**config.mk**
```make
export PLATFORM = sky130hd
export DESIGN_NAME = tach_rpm_meter_flat
export DESIGN_NICKNAME = d
export VERILOG_FILES = /design/src/tach_pkg.sv /design/src/tach_if.sv /design/src/tach_divider.sv /design/src/tach_rpm_meter.sv /design/src/flat_wrapper.sv
export SDC_FILE = /design/constraint.sdc
export NUM_CORES = 2
export LEC_CHECK = 0
export BUFFER_PORTS_ARGS = -buffer_cell sky130_fd_sc_hd__buf_4
export CAP_MARGIN = 20
export CORE_ASPECT_RATIO = 1.25
export CORE_MARGIN = 5
export CORE_UTILIZATION = 50
export DETAILED_ROUTE_END_ITERATION = 12
export PLACE_DENSITY = 0.66
export SLEW_MARGIN = 20
export SYNTH_ARGS = -nofsm -noshare
export SYNTH_HDL_FRONTEND = slang
export SYNTH_SLANG_ARGS = --single-unit
```
**constraint.sdc**
```tcl
create_clock -name clk_i -period 18.85 [get_ports clk_i]
set_input_delay 3.77 -clock clk_i [delete_from_list [all_inputs] [get_ports clk_i]]
set_output_delay 3.77 -clock clk_i [all_outputs]
set_load 0.02 [all_outputs]
```
**src/tach_pkg.sv**
```systemverilog
// ----------------------------------------------------------------------------
// tach_pkg: shared types and constants of the tachometer speed meter
// Holds the input mode codes, the divider geometry and the control and status
// structs that pass between the sequencer and the divider.
// ----------------------------------------------------------------------------
package tach_pkg;

  localparam int unsigned CntWidth   = 32;
  localparam int unsigned NumWidth   = 64;
  localparam int unsigned DenWidth   = 32;
  localparam int unsigned DivSteps   = NumWidth;
  localparam int unsigned StepWidth  = $clog2(DivSteps);

  // 60 s * 16 MHz / 2 pulses per revolution.
  localparam logic [31:0] RpmScaleReset = 32'd480000000;

  localparam logic ModeEdge   = 1'b0;
  localparam logic ModeUpdate = 1'b1;

  typedef struct packed {
    logic start;
  } div_ctrl_t;

  typedef struct packed {
    logic busy;
    logic done;
  } div_stat_t;

endpackage

```
**src/tach_if.sv**
```systemverilog
// ----------------------------------------------------------------------------
// tach_if: valid/ready channels of the tachometer speed meter
// The event channel carries an edge or update item; the result channel
// carries one speed measurement.
// ----------------------------------------------------------------------------
interface tach_evt_if;
  logic        valid;
  logic        ready;
  logic        mode;
  logic [31:0] time_stamp;

  modport source (output valid, output mode, output time_stamp, input ready);
  modport sink   (input valid, input mode, input time_stamp, output ready);
endinterface

interface tach_res_if #(
  parameter int unsigned RPM_WIDTH = 24
);
  logic                 valid;
  logic                 ready;
  logic [RPM_WIDTH-1:0] rpm;
  logic                 saturated;
  logic                 stalled;

  modport source (output valid, output rpm, output saturated, output stalled,
                  input ready);
  modport sink   (input valid, input rpm, input saturated, input stalled,
                  output ready);
endinterface

```
**src/tach_divider.sv**
```systemverilog
// ----------------------------------------------------------------------------
// tach_divider: iterative restoring divider
// Divides a 64-bit numerator by a nonzero 32-bit denominator, one quotient
// bit per cycle, and pulses done when the full quotient is ready.
// ----------------------------------------------------------------------------
module tach_divider import tach_pkg::*; (
  input  logic                clk_i,
  input  logic                rst_ni,
  input  div_ctrl_t           ctrl_i,
  input  logic [NumWidth-1:0] num_i,
  input  logic [DenWidth-1:0] den_i,
  output div_stat_t           stat_o,
  output logic [NumWidth-1:0] quot_o
);

  logic                 busy_q, busy_d;
  logic                 done_q, done_d;
  logic [StepWidth-1:0] step_q, step_d;
  logic [DenWidth-1:0]  rem_q, rem_d;
  logic [DenWidth-1:0]  den_q, den_d;
  logic [NumWidth-1:0]  dvd_q, dvd_d;
  logic [DenWidth+1:0]  diff;

  // Trial subtraction of the denominator from the shifted partial remainder.
  assign diff = {1'b0, rem_q, dvd_q[NumWidth-1]} - {2'b00, den_q};

  always_comb begin
    busy_d = busy_q;
    done_d = 1'b0;
    step_d = step_q;
    rem_d  = rem_q;
    den_d  = den_q;
    dvd_d  = dvd_q;
    if (ctrl_i.start) begin
      busy_d = 1'b1;
      step_d = StepWidth'(DivSteps - 1);
      rem_d  = '0;
      den_d  = den_i;
      dvd_d  = num_i;
    end else if (busy_q) begin
      if (diff[DenWidth+1]) begin
        rem_d = {rem_q[DenWidth-2:0], dvd_q[NumWidth-1]};
      end else begin
        rem_d = diff[DenWidth-1:0];
      end
      dvd_d  = {dvd_q[NumWidth-2:0], ~diff[DenWidth+1]};
      step_d = step_q - 1'b1;
      if (step_q == '0) begin
        busy_d = 1'b0;
        done_d = 1'b1;
      end
    end
  end

  always_ff @(posedge clk_i or negedge rst_ni) begin
    if (!rst_ni) begin
      busy_q <= 1'b0;
      done_q <= 1'b0;
      step_q <= '0;
    end else begin
      busy_q <= busy_d;
      done_q <= done_d;
      step_q <= step_d;
    end
  end

  always_ff @(posedge clk_i) begin
    rem_q <= rem_d;
    den_q <= den_d;
    dvd_q <= dvd_d;
  end

  assign stat_o.busy = busy_q;
  assign stat_o.done = done_q;
  assign quot_o      = dvd_q;

endmodule

```
**src/tach_rpm_meter.sv**
```systemverilog
// ----------------------------------------------------------------------------
// tach_rpm_meter: fan tachometer speed meter
// Counts tach edges and, on request, reports rpm = scale * pulses / ticks.
// ----------------------------------------------------------------------------
// Usage: each transaction on in_ch is either a tach edge (mode 0) or an
// update request (mode 1), both stamped with the free-running timer. An edge
// is absorbed in its accept cycle and produces nothing. An update produces
// one transaction on out_ch carrying rpm, a saturated flag and a stalled
// flag. An update runs through the sequencer states in order: the multiply
// state forms the product and loads the divider, the divide state waits on
// the one-bit-per-cycle restoring divider and takes the quotient once it
// signals done, and the post state moves the result to the output register.
// With zero elapsed time the divider is skipped and the sequencer goes from
// idle straight to the post state. in_ch is not ready while an update is in
// flight, so the next transaction is taken only once the update has left the
// post state; edges go one per cycle while none is in flight. The result
// sits in an output register, so further edges are taken while it waits; a
// finished update waits for that register to drain when out_ch stalls. The
// scale register is written through cfg_we_i and cfg_wdata_i; the user must
// write it only while the block is idle, as the block does not enforce this.
// Reset clears the counters and the reference edge and loads the default scale.
// ----------------------------------------------------------------------------
module tach_rpm_meter import tach_pkg::*; #(
  parameter int unsigned RPM_WIDTH = 24
) (
  input  logic        clk_i,
  input  logic        rst_ni,
  input  logic        cfg_we_i,
  input  logic [31:0] cfg_wdata_i,
  tach_evt_if.sink    in_ch,
  tach_res_if.source  out_ch
);

  localparam logic [2:0] StIdle = 3'd0;
  localparam logic [2:0] StMul  = 3'd1;
  localparam logic [2:0] StDiv  = 3'd2;
  localparam logic [2:0] StPost = 3'd3;

  logic [2:0]          state_q, state_d;
  logic [31:0]         rpm_scale_q;
  logic [CntWidth-1:0] edge_count_q, last_edge_time_q;
  logic [CntWidth-1:0] ref_edge_count_q, ref_edge_time_q;
  logic [CntWidth-1:0] pulses_q, ticks_q;
  logic                stall_q;
  logic [RPM_WIDTH-1:0] res_rpm_q;
  logic                res_sat_q;
  logic [CntWidth-1:0] new_pulses;
  logic                in_fire, upd_fire;
  logic                out_free;
  div_ctrl_t           div_ctrl;
  div_stat_t           div_stat;
  logic [NumWidth-1:0] product;
  logic [NumWidth-1:0] quot;

  logic                 out_valid_q;
  logic [RPM_WIDTH-1:0] out_rpm_q;
  logic                 out_sat_q;
  logic                 out_stall_q;

  assign in_ch.ready = (state_q == StIdle);
  assign in_fire     = in_ch.valid && in_ch.ready;
  assign upd_fire    = in_fire && (in_ch.mode == ModeUpdate);
  assign new_pulses  = edge_count_q - ref_edge_count_q;
  assign out_free    = !out_valid_q || out_ch.ready;

  assign product        = NumWidth'(rpm_scale_q) * NumWidth'(pulses_q);
  assign div_ctrl.start = (state_q == StMul);

  tach_divider u_div (
    .clk_i  (clk_i),
    .rst_ni (rst_ni),
    .ctrl_i (div_ctrl),
    .num_i  (product),
    .den_i  (ticks_q),
    .stat_o (div_stat),
    .quot_o (quot)
  );

  always_comb begin
    state_d = state_q;
    unique case (state_q)
      StIdle: begin
        if (upd_fire) begin
          state_d = (new_pulses == '0 ? (in_ch.time_stamp - ref_edge_time_q)
                                      : (last_edge_time_q - ref_edge_time_q)) == '0
                    ? StPost : StMul;
        end
      end
      StMul:   state_d = StDiv;
      StDiv:   if (div_stat.done) state_d = StPost;
      StPost:  if (out_free) state_d = StIdle;
      default: state_d = StIdle;
    endcase
  end

  always_ff @(posedge clk_i or negedge rst_ni) begin
    if (!rst_ni) begin
      state_q          <= StIdle;
      rpm_scale_q      <= RpmScaleReset;
      edge_count_q     <= '0;
      last_edge_time_q <= '0;
      ref_edge_count_q <= '0;
      ref_edge_time_q  <= '0;
      out_valid_q      <= 1'b0;
    end else begin
      state_q <= state_d;
      if (cfg_we_i) begin
        rpm_scale_q <= cfg_wdata_i;
      end
      if (in_fire && (in_ch.mode == ModeEdge)) begin
        edge_count_q     <= edge_count_q + 1'b1;
        last_edge_time_q <= in_ch.time_stamp;
      end
      // The reference advances only when new edges came in.
      if (upd_fire && (new_pulses != '0)) begin
        ref_edge_count_q <= edge_count_q;
        ref_edge_time_q  <= last_edge_time_q;
      end
      if (state_q == StPost && out_free) begin
        out_valid_q <= 1'b1;
      end else if (out_ch.ready) begin
        out_valid_q <= 1'b0;
      end
    end
  end

  always_ff @(posedge clk_i) begin
    if (upd_fire) begin
      if (new_pulses == '0) begin
        pulses_q <= CntWidth'(1);
        ticks_q  <= in_ch.time_stamp - ref_edge_time_q;
        stall_q  <= 1'b1;
      end else begin
        pulses_q <= new_pulses;
        ticks_q  <= last_edge_time_q - ref_edge_time_q;
        stall_q  <= 1'b0;
      end
      // Zero elapsed time skips the divider with a saturated result.
      res_rpm_q <= '1;
      res_sat_q <= 1'b1;
    end
    if (state_q == StDiv && div_stat.done) begin
      if (quot[NumWidth-1:RPM_WIDTH] != '0) begin
        res_rpm_q <= '1;
        res_sat_q <= 1'b1;
      end else begin
        res_rpm_q <= quot[RPM_WIDTH-1:0];
        res_sat_q <= 1'b0;
      end
    end
    if (state_q == StPost && out_free) begin
      out_rpm_q   <= res_rpm_q;
      out_sat_q   <= res_sat_q;
      out_stall_q <= stall_q;
    end
  end

  assign out_ch.valid     = out_valid_q;
  assign out_ch.rpm       = out_rpm_q;
  assign out_ch.saturated = out_sat_q;
  assign out_ch.stalled   = out_stall_q;

  // The event channel is never ready while the divider is running.
  a_ready_not_busy: assert property (@(posedge clk_i) disable iff (!rst_ni)
    in_ch.ready |-> !div_stat.busy)
    else $error("event channel ready while divider busy");

  // The divider finishes only while the sequencer waits for it.
  a_done_in_div: assert property (@(posedge clk_i) disable iff (!rst_ni)
    div_stat.done |-> (state_q == StDiv))
    else $error("divider done outside the divide state");

  // The divider is never started with a zero denominator.
  a_no_zero_div: assert property (@(posedge clk_i) disable iff (!rst_ni)
    (state_q == StMul) |-> (ticks_q != '0))
    else $error("divider started with zero elapsed time");

  // A saturated result always carries the full-scale rpm value.
  a_sat_full_scale: assert property (@(posedge clk_i) disable iff (!rst_ni)
    (out_ch.valid && out_ch.saturated) |-> (out_ch.rpm == {RPM_WIDTH{1'b1}}))
    else $error("saturated result without full-scale rpm");

endmodule
```
**src/flat_wrapper.sv**
```systemverilog
// flat-port wrapper written by rule: the top's interface ports become plain ports
module tach_rpm_meter_flat import tach_pkg::*;
#(
  parameter int unsigned RPM_WIDTH = 24
)
  (clk_i, rst_ni, cfg_we_i, cfg_wdata_i, in_ch_valid, in_ch_mode, in_ch_time_stamp, in_ch_ready, out_ch_valid, out_ch_rpm, out_ch_saturated, out_ch_stalled, out_ch_ready);
  tach_evt_if in_ch_i ();
  tach_res_if #(.RPM_WIDTH(RPM_WIDTH)) out_ch_i ();
  input  logic clk_i;
  input  logic rst_ni;
  input  logic cfg_we_i;
  input  logic [31:0] cfg_wdata_i;
  input wire logic [$bits(in_ch_i.valid)-1:0] in_ch_valid;
  input wire logic [$bits(in_ch_i.mode)-1:0] in_ch_mode;
  input wire logic [$bits(in_ch_i.time_stamp)-1:0] in_ch_time_stamp;
  output wire logic [$bits(in_ch_i.ready)-1:0] in_ch_ready;
  output wire logic [$bits(out_ch_i.valid)-1:0] out_ch_valid;
  output wire logic [$bits(out_ch_i.rpm)-1:0] out_ch_rpm;
  output wire logic [$bits(out_ch_i.saturated)-1:0] out_ch_saturated;
  output wire logic [$bits(out_ch_i.stalled)-1:0] out_ch_stalled;
  input wire logic [$bits(out_ch_i.ready)-1:0] out_ch_ready;
  assign in_ch_i.valid = in_ch_valid;
  assign in_ch_i.mode = in_ch_mode;
  assign in_ch_i.time_stamp = in_ch_time_stamp;
  assign in_ch_ready = in_ch_i.ready;
  assign out_ch_valid = out_ch_i.valid;
  assign out_ch_rpm = out_ch_i.rpm;
  assign out_ch_saturated = out_ch_i.saturated;
  assign out_ch_stalled = out_ch_i.stalled;
  assign out_ch_i.ready = out_ch_ready;
  tach_rpm_meter #(.RPM_WIDTH(RPM_WIDTH)) u_core (.clk_i(clk_i), .rst_ni(rst_ni), .cfg_we_i(cfg_we_i), .cfg_wdata_i(cfg_wdata_i), .in_ch(in_ch_i), .out_ch(out_ch_i));
endmodule
```
# Yosys cells after proc, flatten, opt, wreduce, memory -nomap -nowiden

Index checks and enable logic that the tools add are counted.

Flip-flop bits (word level): 416
Output and inout bits: 28
Logic and storage cells: 80

Add/subtract/negate cells: 6
Multiply operators: 1
Eq/ne operators: 6
Multiplexer cells: 26
Bitwise operators: 2
Reductions and logical operators: 18

Operators by type and width:

| kind                  | number |
|---|---|
| $mux 64               | 2 |
| $sub 32x32->32        | 3 |
| $mux 24               | 3 |
| $logic_not 32->1      | 2 |
| $mul 32x32->64        | 1 |
| $mux 32               | 2 |
| $reduce_bool 40->1    | 1 |
| $sub 33x32->34        | 1 |
| $add 32x1->32 const B | 1 |
| $reduce_bool 32->1    | 1 |
| $mux 1                | 12 |
| $mux 6                | 2 |
| $pmux 3 s4            | 1 |
| $mux 3                | 3 |
| $eq 3x2->1 const B    | 2 |
| $logic_and 1x1->1     | 6 |
| $logic_not 6->1       | 1 |
| $reduce_bool 2->1     | 3 |
| $sub 6x1->6 const B   | 1 |
| $ne 2x2->1 const B    | 2 |
| $eq 3x1->1 const B    | 1 |
| $logic_not 3->1       | 1 |
| $reduce_and 3->1      | 1 |
| $mux 2                | 1 |
| other kinds (4)       | 5 |

# Logic depth before layout (Yosys ltp)

Depth in word-level cells: 7
Gate-level depth with buffers: 30

# By module

A second synthesis with hierarchy kept.

Cell total of the unflattened synthesis: 5632
Area, all modules: 55084.1 um2

Modules (own cells, without submodules):

| module         | instances | cells each | area an instance (um2) | sequential area each (um2) |
|---|---|---|---|---|
| tach_rpm_meter | 1         | 4946       | 47458.0                | 7574.8 |
| tach_divider   | 1         | 686        | 7626.1                 | 3723.6 |

# Least setup slack after synthesis

No wires, ideal clock.

Kind: register to register
From: reg u_core.rpm_scale_q[20]
To: reg u_core.u_div.dvd_q[61], in the netlist u_core.u_div.quot_o[61], data pin
Arrival time: 7.630 ns
Data required time: 18.590 ns
Setup slack: 10.960 ns
Cell stages (with the launch flop): 25
Clock period less this slack: 7.890 ns
Path through: dfstp_2 clkbuf_1 nand2_1 fa_1 fa_1 fa_1 fa_1 inv_1 fa_1 fa_1 fa_1 fa_1 ha_1 a21o_1 a21o_1 a21o_1 a21o_1 a21o_1 a21o_1 a221oi_1 nor4_1 o31a_1 a221oi_1 xnor2_1 mux2_2

Longest elaborated chain between the ends: 2

Ends and longest elaborated chain:

| what                             | line                  | RTL |
|---|---|---|
| start, declared                  | tach_rpm_meter.sv:40  | `logic [31:0] rpm_scale_q;` |
| start signal, assigned           | tach_rpm_meter.sv:99  | `rpm_scale_q <= RpmScaleReset;` |
| start signal, assigned           | tach_rpm_meter.sv:108 | `rpm_scale_q <= cfg_wdata_i;` |
| $mul 32x32->64                   | tach_rpm_meter.sv:66  | `assign product = NumWidth'(rpm_scale_q) * NumWidth'(pulses_q);` |
| $mux 64                          | tach_divider.sv:34    | `if (ctrl_i.start) begin` |
| named net u_core.u_div.dvd_d[61] | tach_divider.sv:21    | `logic [NumWidth-1:0] dvd_q, dvd_d;` |
| end signal, assigned             | tach_divider.sv:70    | `dvd_q <= dvd_d;` |
| end, declared                    | tach_divider.sv:21    |  |

The timed path passes the listed nets, and every way through them passes these cells.
A chain may end at the register's enable or synchronous reset.

# Worst setup path in the final report

From: reg u_core.pulses_q[5]
To: reg u_core.u_div.dvd_q[58], in the netlist u_core.u_div.quot_o[58], data pin

Longest elaborated chain between the ends: 2

Ends and longest elaborated chain:

| what                             | line                  | RTL |
|---|---|---|
| start, declared                  | tach_rpm_meter.sv:43  | `logic [CntWidth-1:0] pulses_q, ticks_q;` |
| start signal, assigned           | tach_rpm_meter.sv:130 | `pulses_q <= CntWidth'(1);` |
| start signal, assigned           | tach_rpm_meter.sv:134 | `pulses_q <= new_pulses;` |
| $mul 32x32->64                   | tach_rpm_meter.sv:66  |  |
| $mux 64                          | tach_divider.sv:34    |  |
| named net u_core.u_div.dvd_d[58] | tach_divider.sv:21    |  |

The timed path passes the listed nets, and every way through them passes these cells.

==> metrics.txt <==
status=finished clean; Mapped Nets=slightly below 7000; top post-synthesis cells by area=fa_1 33%, edfxtp_1 12%, ha_1 8.5%; FF+latch count, synth=a little over 400; CTS sink cnt=415; total wire length=141000 microns; CP dominant cell by count=fa_1; clk_lat worst skew=approximately 660 ps; root buf cell=clkbuf_16; RePlAce Congestion=approximately 0.92; largest net degree at the start of global routing=85; worst setup path end=u_core.u_div.quot_o[58]; Crit path arrival time=9650 ps; CTS Hold Bufs=0; H-tree Lvls=2; Yosys cell types=76; fin util=0.540; Syn Area/Cell=9.62 sq um; ANT nets after route=0; Placed Instances=between 6000 and 7000; endpoints failing hold=0; die width=304 microns; Synth Flop Type=edfxtp_1; Largest stage delay, worst path=1110 ps; CTS Buf Count=48; max-slew violation count=0; Ys Warns=0; RSZ-0062 raised after global routing=no; Crit. Startpoint=u_core.pulses_q[5]; Setup Fix Bufs, Post-CTS=0; Layout area overhead=6.99%; Worst Tran Pin Value=1150 ps; worst rel slew slack=0.233; router iterations before antenna repair=6; Min Hold Slack=about 410 ps; Worst R2R Setup Slack=9590 ps; post-route non-filler standard cell count=7024; PD cells=51.7 nW/um^2; Boundary Pins=98; first-pass GRT wire length=227000 microns; sequential-to-total area share from yosys stat=0.209; commonest non-fill, non-tap cell in the layout=inv_1; EDFF count, synth=around 210; DRC=0; f_max=0.108 GHz; area fraction of the dominant cell type after synthesis=0.333; reg2reg start=u_core.pulses_q[5]; Synth Instances=5614; Clock Path Buffers=3; number of global-route vias before repair=41515; # rows=134; die area=115000 sq um; Reg clk slew, reported paths=70 ps; cts repair resizes=0; Nets=6890; WL per Instance=between 20 and 25 microns; commonest cells after routing, fill and taps aside=985 x inv_1, 899 x fa_1, 786 x nand2_1; CP max stage cell=edfxtp_1; Initial Utilization=0.505; GR Overflow Total=0; via count=38567; critical path type=reg -> reg; initial DRC count=2568; setup_tns=0 ps; mapped cell area=~54000 sq um; via-per-instance ratio=5.49; Fill cells=9708; CP max FO=32; Final Skew=35.4 ps; reg2reg path depth=27; WP data required=19250 ps; r2r endpoint=u_core.u_div.quot_o[58]; Die H=377 microns; maximum vdd ir drop=71.6 uV; Final Cycle Share=0.491; leakage power=27.6 nW; HP Class=reg -> reg; GRT Total Usage=0.251; initial antenna violation count=4; Synth async-reset ratio=0.412; final setup fails=0; Crit. End Element=register; Largest register FFs=between 60 and 70; min cycle time layout=approximately 9300 ps; HPWL after DPL=104000 microns; CTS tree=built; layout cells sized above 1=0.0693; post-synth top area cell=fa_1; CORE AREA=107000 sq um; max-cap check violation count=0; Critical Path Start Type=register; port bufs=97
-- critical path: cells and delay by family, from the launching register on --
family | cells | cell delay (ps)
fa+ha+maj | 9 | 4270
mux | 1 | 270
buf+inv | 5 | 380
simple gates | 3 | 770
flops | 1 | 1110
compound gates | 8 | 2050
xor+xnor | 1 | 110
-- metal layers --
layer,track usage,vias up,share of wire
met1,0.295,19470,0.38
li1,-,17338,-
met3,0.0378,484,0.056
met5,0,-,0.00021
met4,0.138,4,0.068
met2,0.442,1271,0.50
-- report_power, final --
part / total (W) / leakage (nW) / switching, W / internal (W)
registers: 0.000967 / 4.06 / 0.0000134 / 0.000954
logic: 0.00101 / 22.7 / 0.000629 / 0.000381
clock network: 0.00101 / 0.833 / 0.000436 / 0.000573
total: 0.00299 / 27.6 / 0.00108 / 0.00191
-- logic make-up after synthesis --
logic type,after synthesis,share of synthesized area
and+or+nand+nor,1790,0.164
AOI/OAI and AO/OA,594,0.0691
buffers and inverters,1267,0.0887
xor gates and xnor gates,168,0.0275
DFF,415,0.209
muxes,116,0.0237
adders and majority gates,1264,0.418
-- through the flow --
stage / area (sq um) / setup WS [ps] / power (W)
floorplan: 54000 / 10960 / 0.00163
global placement: 56000 / 9870 / 0.00198
detailed placement: 56000 / 9740 / 0.00198
CTS: 57800 / 9680 / 0.00301
global route: 57800 / 9140 / 0.00314
finish: 57800 / 9590 / 0.00299
-- final cells by class --
type                       count  area (sq um)  share of cell area
tap                         1428          1790              0.0309
inverter                     987          3700              0.0641
timing repair buffer         172          1300              0.0225
antenna                        1          2.50           0.0000433
sequential                   415         11300               0.196
clock inverter                30           377             0.00652
multi-input combinational   3932         38000               0.657
clock buffer                  59          1340              0.0232
-- synthesized netlist by cell type (7+ instances only) --
| cell | number |
|---|---|
| nand3_1 | 42 |
| nand4_1 | 35 |
| a31oi_1 | 19 |
| buf_2 | 13 |
| o21bai_1 | 18 |
| clkbuf_1 | 255 |
| nor2b_1 | 19 |
| nor4_1 | 22 |
| dfstp_2 | 10 |
| and2_1 | 598 |
| buf_1 | 10 |
| dfrtp_1 | 161 |
| nand2b_1 | 52 |
| nand2_1 | 786 |
| and3_1 | 22 |
| a31o_2 | 7 |
| nor2_1 | 147 |
| inv_1 | 987 |
| or3_1 | 9 |
| mux2_2 | 92 |
| o211ai_1 | 19 |
| xor2_1 | 47 |
| o31ai_1 | 9 |
| nor3_1 | 29 |
| fa_1 | 899 |
| o21ai_1 | 35 |
| xnor2_1 | 120 |
| o21a_1 | 16 |
| edfxtp_1 | 212 |
| a221oi_1 | 7 |
| o2111ai_1 | 7 |
| a211oi_1 | 38 |
| a21oi_1 | 156 |
| a21o_1 | 73 |
| mux2i_1 | 20 |
| ha_1 | 365 |
| a221o_1 | 7 |
| o21ai_0 | 142 |
| dfxtp_1 | 32 |
-- worst min-delay path by stage --
stage / startpoint / to / depth (start not counted)
final: u_core.ticks_q[4] / u_core.u_div.den_q[4] / 0
after global placement: u_core.res_rpm_q[15] / u_core.out_ch.rpm[15] / 0
after global routing: u_core.ticks_q[4] / u_core.u_div.den_q[4] / 0
after CTS: u_core.ticks_q[4] / u_core.u_div.den_q[4] / 0
after detailed placement: u_core.res_rpm_q[11] / u_core.out_ch.rpm[11] / 0
after floorplan: u_core.res_rpm_q[0] / u_core.out_ch.rpm[0] / 0
Note: power is estimated with default switching activity, not from simulation.
